<file path="src/design/msd_pkg.sv">
// Shared constants and types for the multichannel second difference core.
// No dependencies.
`default_nettype none

package msd_pkg;

  localparam int CHANNELS    = 64;
  localparam int SAMPLE_BITS = 24;
  localparam int CHAN_W      = 6;
  localparam int ADDR_W      = (CHANNELS > 1) ? $clog2(CHANNELS) : 1;
  localparam int DIFF_W      = SAMPLE_BITS + 1;
  localparam int OUT_W       = SAMPLE_BITS + 2;
  localparam int SEEN_W      = 2;

  localparam logic [SEEN_W-1:0] SEEN_NONE = 2'd0;
  localparam logic [SEEN_W-1:0] SEEN_ONE  = 2'd1;
  localparam logic [SEEN_W-1:0] SEEN_WARM = 2'd2;

  typedef struct packed {
    logic signed [SAMPLE_BITS-1:0] sample;
    logic signed [DIFF_W-1:0]      diff;
    logic [SEEN_W-1:0]             seen;
  } chan_state_t;

  typedef struct packed {
    logic              en;
    logic [ADDR_W-1:0] addr;
  } rd_req_t;

  typedef struct packed {
    logic              en;
    logic [ADDR_W-1:0] addr;
    chan_state_t       data;
  } wr_req_t;

endpackage

`default_nettype wire

</file>
<file path="src/design/multichannel_second_difference_core.sv">
// Channel  Handshake          Beat fields
// input    in_valid/in_stall  channel, sample
// output   out_valid/out_stall out_channel, second_diff, warming_up
//
// One beat per cycle sustained unless out_stall holds the output stage.
// Stage 1 reads the channel's state from memory, stage 2 computes and writes back.
// Same-channel beats in consecutive cycles are forwarded from the last write.
// Reset clears the warm-up tracking at once; no clearing pass.
// in_stall follows out_stall only when both stages are full; it is also high in reset.
`default_nettype none

module multichannel_second_difference_core (
  input  wire                                   clk,
  input  wire                                   rst,
  input  wire                                   in_valid,
  output logic                                  in_stall,
  input  wire  [msd_pkg::CHAN_W-1:0]            channel,
  input  wire  signed [msd_pkg::SAMPLE_BITS-1:0] sample,
  output logic                                  out_valid,
  input  wire                                   out_stall,
  output logic [msd_pkg::CHAN_W-1:0]            out_channel,
  output logic signed [msd_pkg::OUT_W-1:0]      second_diff,
  output logic                                  warming_up
);
  import msd_pkg::*;

  logic                          accept;
  logic                          out_free;
  logic                          s1_adv;
  logic                          s1_valid;
  logic [CHAN_W-1:0]             s1_chan;
  logic signed [SAMPLE_BITS-1:0] s1_sample;
  logic                          s1_in_range;
  rd_req_t                       rd;
  wr_req_t                       wr;
  chan_state_t                   cur;
  logic signed [DIFF_W-1:0]      d;
  logic signed [OUT_W-1:0]       res;
  logic                          warm;
  logic [SEEN_W-1:0]             seen_next;

  assign out_free = !out_valid || !out_stall;
  assign s1_adv   = s1_valid && out_free;
  assign in_stall = rst || (s1_valid && !out_free);
  assign accept   = in_valid && !in_stall;

  assign rd.en   = accept;
  assign rd.addr = ADDR_W'(channel);

  msd_state_store u_store (
    .clk      (clk),
    .rst      (rst),
    .rd       (rd),
    .wr       (wr),
    .rd_state (cur)
  );

  always_ff @(posedge clk) begin
    if (rst) begin
      s1_valid <= 1'b0;
    end else if (accept) begin
      s1_valid <= 1'b1;
    end else if (s1_adv) begin
      s1_valid <= 1'b0;
    end
  end

  always_ff @(posedge clk) begin
    if (accept) begin
      s1_chan     <= channel;
      s1_sample   <= sample;
      s1_in_range <= ({3'b000, channel} < 9'(CHANNELS));
    end
  end

  always_comb begin
    d    = {s1_sample[SAMPLE_BITS-1], s1_sample} - {cur.sample[SAMPLE_BITS-1], cur.sample};
    res  = {d[DIFF_W-1], d} - {cur.diff[DIFF_W-1], cur.diff};
    warm = !s1_in_range || (cur.seen == SEEN_NONE) || (cur.seen == SEEN_ONE);
    case (cur.seen)
      SEEN_NONE: seen_next = SEEN_ONE;
      SEEN_ONE:  seen_next = SEEN_WARM;
      default:   seen_next = cur.seen;
    endcase
  end

  always_comb begin
    wr.en          = s1_adv && s1_in_range;
    wr.addr        = ADDR_W'(s1_chan);
    wr.data.sample = s1_sample;
    wr.data.diff   = (cur.seen == SEEN_NONE) ? cur.diff : d;
    wr.data.seen   = seen_next;
  end

  always_ff @(posedge clk) begin
    if (rst) begin
      out_valid <= 1'b0;
    end else if (s1_adv) begin
      out_valid <= 1'b1;
    end else if (!out_stall) begin
      out_valid <= 1'b0;
    end
  end

  always_ff @(posedge clk) begin
    if (s1_adv) begin
      out_channel <= s1_chan;
      second_diff <= warm ? '0 : res;
      warming_up  <= warm;
    end
  end

endmodule

`default_nettype wire

</file>
<file path="src/design/msd_state_store.sv">
// Per-channel state memory: registered read, write-to-read forwarding,
// and reset-cleared written bits. Depends on msd_pkg.
`default_nettype none

module msd_state_store (
  input  wire                  clk,
  input  wire                  rst,
  input  msd_pkg::rd_req_t     rd,
  input  msd_pkg::wr_req_t     wr,
  output msd_pkg::chan_state_t rd_state
);
  import msd_pkg::*;

  chan_state_t       mem [CHANNELS];
  logic [CHANNELS-1:0] written;
  chan_state_t       mem_q;
  logic              written_q;
  logic [ADDR_W-1:0] rd_addr_q;
  wr_req_t           last_wr;

  always_ff @(posedge clk) begin
    if (wr.en) begin
      mem[wr.addr] <= wr.data;
    end
    if (rd.en) begin
      mem_q     <= mem[rd.addr];
      written_q <= written[rd.addr];
      rd_addr_q <= rd.addr;
    end
  end

  always_ff @(posedge clk) begin
    if (rst) begin
      written    <= '0;
      last_wr.en <= 1'b0;
    end else if (wr.en) begin
      written[wr.addr] <= 1'b1;
      last_wr          <= wr;
    end
  end

  // a write landing on the read edge is not seen by the memory read
  always_comb begin
    rd_state = mem_q;
    if (last_wr.en && (last_wr.addr == rd_addr_q)) begin
      rd_state = last_wr.data;
    end else if (!written_q) begin
      rd_state.seen = SEEN_NONE;
    end
  end

endmodule

`default_nettype wire

</file>
<file path="config.mk">
export PLATFORM = sky130hd
export DESIGN_NAME = multichannel_second_difference_core
export DESIGN_NICKNAME = d
export VERILOG_FILES = /design/src/design/msd_pkg.sv /design/src/design/multichannel_second_difference_core.sv /design/src/design/msd_state_store.sv
export SDC_FILE = /design/constraint.sdc
export NUM_CORES = 2
export LEC_CHECK = 0
export BUFFER_PORTS_ARGS = -buffer_cell sky130_fd_sc_hd__clkbuf_2
export CAP_MARGIN = 0
export CORE_MARGIN = 2
export CORE_UTILIZATION = 40
export DETAILED_ROUTE_END_ITERATION = 8
export GPL_ROUTABILITY_DRIVEN = 0
export PLACE_DENSITY_LB_ADDON = 0.25
export SLEW_MARGIN = 5
export SYNTH_ARGS = -nofsm -noshare
export SYNTH_HDL_FRONTEND = slang
export SYNTH_HIERARCHICAL = 1
export SYNTH_SLANG_ARGS = --single-unit
</file>
<file path="constraint.sdc">
create_clock -name clk -period 25.8 [get_ports clk]
set_input_delay 2.58 -clock clk [delete_from_list [all_inputs] [get_ports clk]]
set_output_delay 2.58 -clock clk [all_outputs]
set_load 0.05 [all_outputs]
</file>
==> out/metrics.cfg <==
[run_status]
status = complete, no violations

[timing]
hold_viol = 0
fin_crit_sh = 0.261
setup_violations = 0
clock.fmax_mhz = 148
relSlewSlack = 0.115
rsz0062_at_grt = false
fin_crit_ns = 6.74
slew_violations = 0
skew_ns = 0.0581
fin_tns_setup_ns = 0
max_slew.worst_pin.slew_ns = 1.33

[logic_synthesis]
synth_cell_types = 79
synth_top_area_cell = edfxtp_1
synth-seq-area-share = 0.774
synth.top_cells.by_area = edfxtp_1 76%, mux4_2 15%, dfxtp_1 0.99%, mux2_2 0.98%, nor2_1 0.84%
synth_edf_count = 3442
syn_inst = 6114
yosysWarnings = 6
ys_seq_elements = 3509
synth.avg_cell_area_um2 = 22.1
yosysTopAreaCellShare = 0.764
synth_area_um2 = 135000
async_reset_ff_frac = 0
synthesis.nets = 6202
ys.flop_type = edfxtp_1

[drt]
via_per_inst = 6.11
routed_wl_um = 406000
drcViolationCount = 0
wl_per_cell_um = 36.0
vias = 68900
dr.first_iter.drc_count = 9445
first_pass_iters = 7
postRouteAntennaNets = 0

[cts]
worstSkewPairLatency_ns = 0.98
cts_hold_buf = 0
cts_setup_buffers = 0
cts-resized-gates = 0
cts_tree = yes
htreeDepth = 5
clockBufferDepth = 4
clk_pin_slew_worst_paths_ns = 0.06
numCtsBuffers = 357
cts_sinks = 3509
cts-root-buf = clkbuf_16

[power_and_ir_drop]
internal_power_uw = 9630
p_seq_frac = 0.516
leakagePower_uw = 0.0481
power.share.clock = 0.422
ir_drop_uv = 61.6
power.density_nw_per_um2 = 80.3
power.switching_uw = 2750
p_comb_frac = 0.062
switching_share = 0.222

[grt]
grt_pass1_wl_um = 554000
busiest_layer = met2
grtUsageTotal = 0.234
grt_max_degree = 112
grt_pass1_vias = 67300
antenna_found_initial = 24
grt_use_met1 = 0.330
global_route.overflow_total = 0
grt.met3_usage = 0.0398
grtUsageMet2 = 0.375

[critical_path]
start_kind = input pin
crit_arrival_ns = 7.41
crit_type = in -> reg
ff2ff_path_depth = 21
r2r_end = second_diff[22]$_SDFFCE_PP0P_
endpoint_kind = flop
rr_startpoint = u_store/rd_addr_q[1]$_DFFE_PP_
reg2reg_setup_slack_ns = 19.20
worstPathRequired_ns = 26.47
critPathMaxFanout = 100

[finish]
layout-drive-gt1-share = 0.291
stdcell_count = 11300
syn_to_final_growth_pct = 14.0
nets = 6549

[floorplanning]
num_rows = 213
die_w_um = 586
die_height_um = 586
ios = 69
core-area_um2 = 337000
dieArea_um2 = 343000
initial_core_util = 0.402

[worst_hold_path]
hold_class = reg -> reg
min-delay-start = u_store/written[26]$_SDFFE_PP0P_
holdPathEnd = u_store/written[26]$_SDFFE_PP0P_
hold_path_depth = 2

[placed_design]
place_inst = 10600
dp_hpwl_um = 218000
io_buffers = 68

[flow_run]
drv_cap = 0

metal layers:
metal  wire length [µm]  share of wire
met1             161000           0.40
met2             193000           0.48
met3              37800          0.093
met4              13600          0.033
met5                 13       0.000032
state kept, by name (all words and copies together), names as in the netlist, 6 cells and up:
signal and cells:
u_store/written 64, u_store/mem 3264, u_store/last_wr 58, second_diff 26, u_store/rd_addr_q 6, u_store/mem_q 51, s1_chan 6, s1_sample 24
out_channel 6
power groups by stage:
stage | combinational [µW] | clock (µW) | sequential, µW
after floorplan | 451 | 0 | 6540
after global placement | 752 | 0 | 6510
after detailed placement | 768 | 0 | 6510
after CTS | 770 | 5290 | 6390
after global routing | 815 | 5500 | 6390
final | 772 | 5220 | 6390
worst max-delay path by stage:
| stage | startpoint | end |
|---|---|---|
| 2_1_floorplan | out_stall | u_store/mem[42][0]$_DFFE_PP_ |
| 3_3_place_gp | channel[0] | u_store/mem_q[38]$_DFFE_PP_ |
| 3_5_place_dp | channel[0] | u_store/mem_q[38]$_DFFE_PP_ |
| 4_1_cts | channel[0] | u_store/mem_q[41]$_DFFE_PP_ |
| 5_1_grt | channel[0] | u_store/mem_q[38]$_DFFE_PP_ |
| 6_report | channel[1] | u_store/mem_q[36]$_DFFE_PP_ |
critical path, stage by stage:
cell     delay, ns
buf_8         0.52
buf_12        0.54
buf_4         0.89
buf_4         0.91
mux4_2        0.43
mux4_2        0.50
o22ai_1       0.58
nor2_1        0.11
synth_stat cells, types with 51 or more instances:
master,count
edfxtp_1,3442
ha_1,52
mux4_2,897
clkbuf_1,155
inv_1,66
a21oi_1,108
mux2i_1,53
nand2_1,111
mux2_2,118
o21ai_0,71
buf_2,81
o22ai_1,166
dfxtp_1,67
o221ai_1,51
nor2_1,302
per-stage QoR:
stage / power (µW) / util / area, µm² / worst slack (ns) / hold slack, ns
floorplan: 6990 / - / 135000 / 15.84 / 0.435
global placement: 7260 / 0.423 / 142000 / 17.91 / 0.444
detailed placement: 7280 / 0.423 / 142000 / 17.95 / 0.454
CTS: 12500 / 0.458 / 154000 / 18.96 / 0.469
global route: 12700 / 0.458 / 154000 / 18.63 / 0.485
finish: 12400 / 0.458 / 154000 / 19.06 / 0.462
layout by cell type (no fill, tap or decap), drive strengths merged, types with 10 or more instances in the layout:
cell type / synthesis / final
o21ba: 17 / 17
o22ai: 166 / 166
nor2: 303 / 303
mux4: 897 / 897
mux2i: 53 / 53
nand2b: 17 / 17
clkinv: 1 / 137
xnor2: 23 / 23
nand2: 111 / 111
buf: 165 / 245
o221a: 10 / 10
bufinv: 0 / 41
inv: 67 / 77
nor3: 20 / 20
a21oi: 112 / 112
clkbuf: 155 / 519
nand3: 13 / 13
mux2: 119 / 119
clkinvlp: 0 / 10
edfxtp: 3442 / 3442
dfxtp: 67 / 67
xor2: 22 / 22
nor2b: 17 / 17
a21o: 15 / 15
o221ai: 51 / 51
ha: 52 / 52
o21ai: 82 / 82
a31oi: 27 / 27
cells by family (layout without fill, tap and decap cells):
group / count (synthesis) / in the layout / synth area share
AOI/OAI and AO/OA: 520 / 520 / 0.0253
other: 0 / 8 / 0
xor gates and xnor gates: 45 / 45 / 0.00291
buffers and inverters: 388 / 1029 / 0.0129
and+or+nand+nor: 529 / 529 / 0.0169
DFF: 3509 / 3509 / 0.774
adders and majority gates: 54 / 54 / 0.00510
muxes: 1069 / 1069 / 0.163
area by class of cell:
class	instances	area (µm²)
Fill cell	27800	182000
Sequential cell	3509	105000
Multi-Input combinational cell	2217	29600
Clock buffer	456	9440
Tap cell	4515	5650
Clock inverter	197	2340
Timing Repair Buffer	308	2280
Inverter	68	258
Antenna cell	8	20.0
Power figures use the tool's default switching activity.
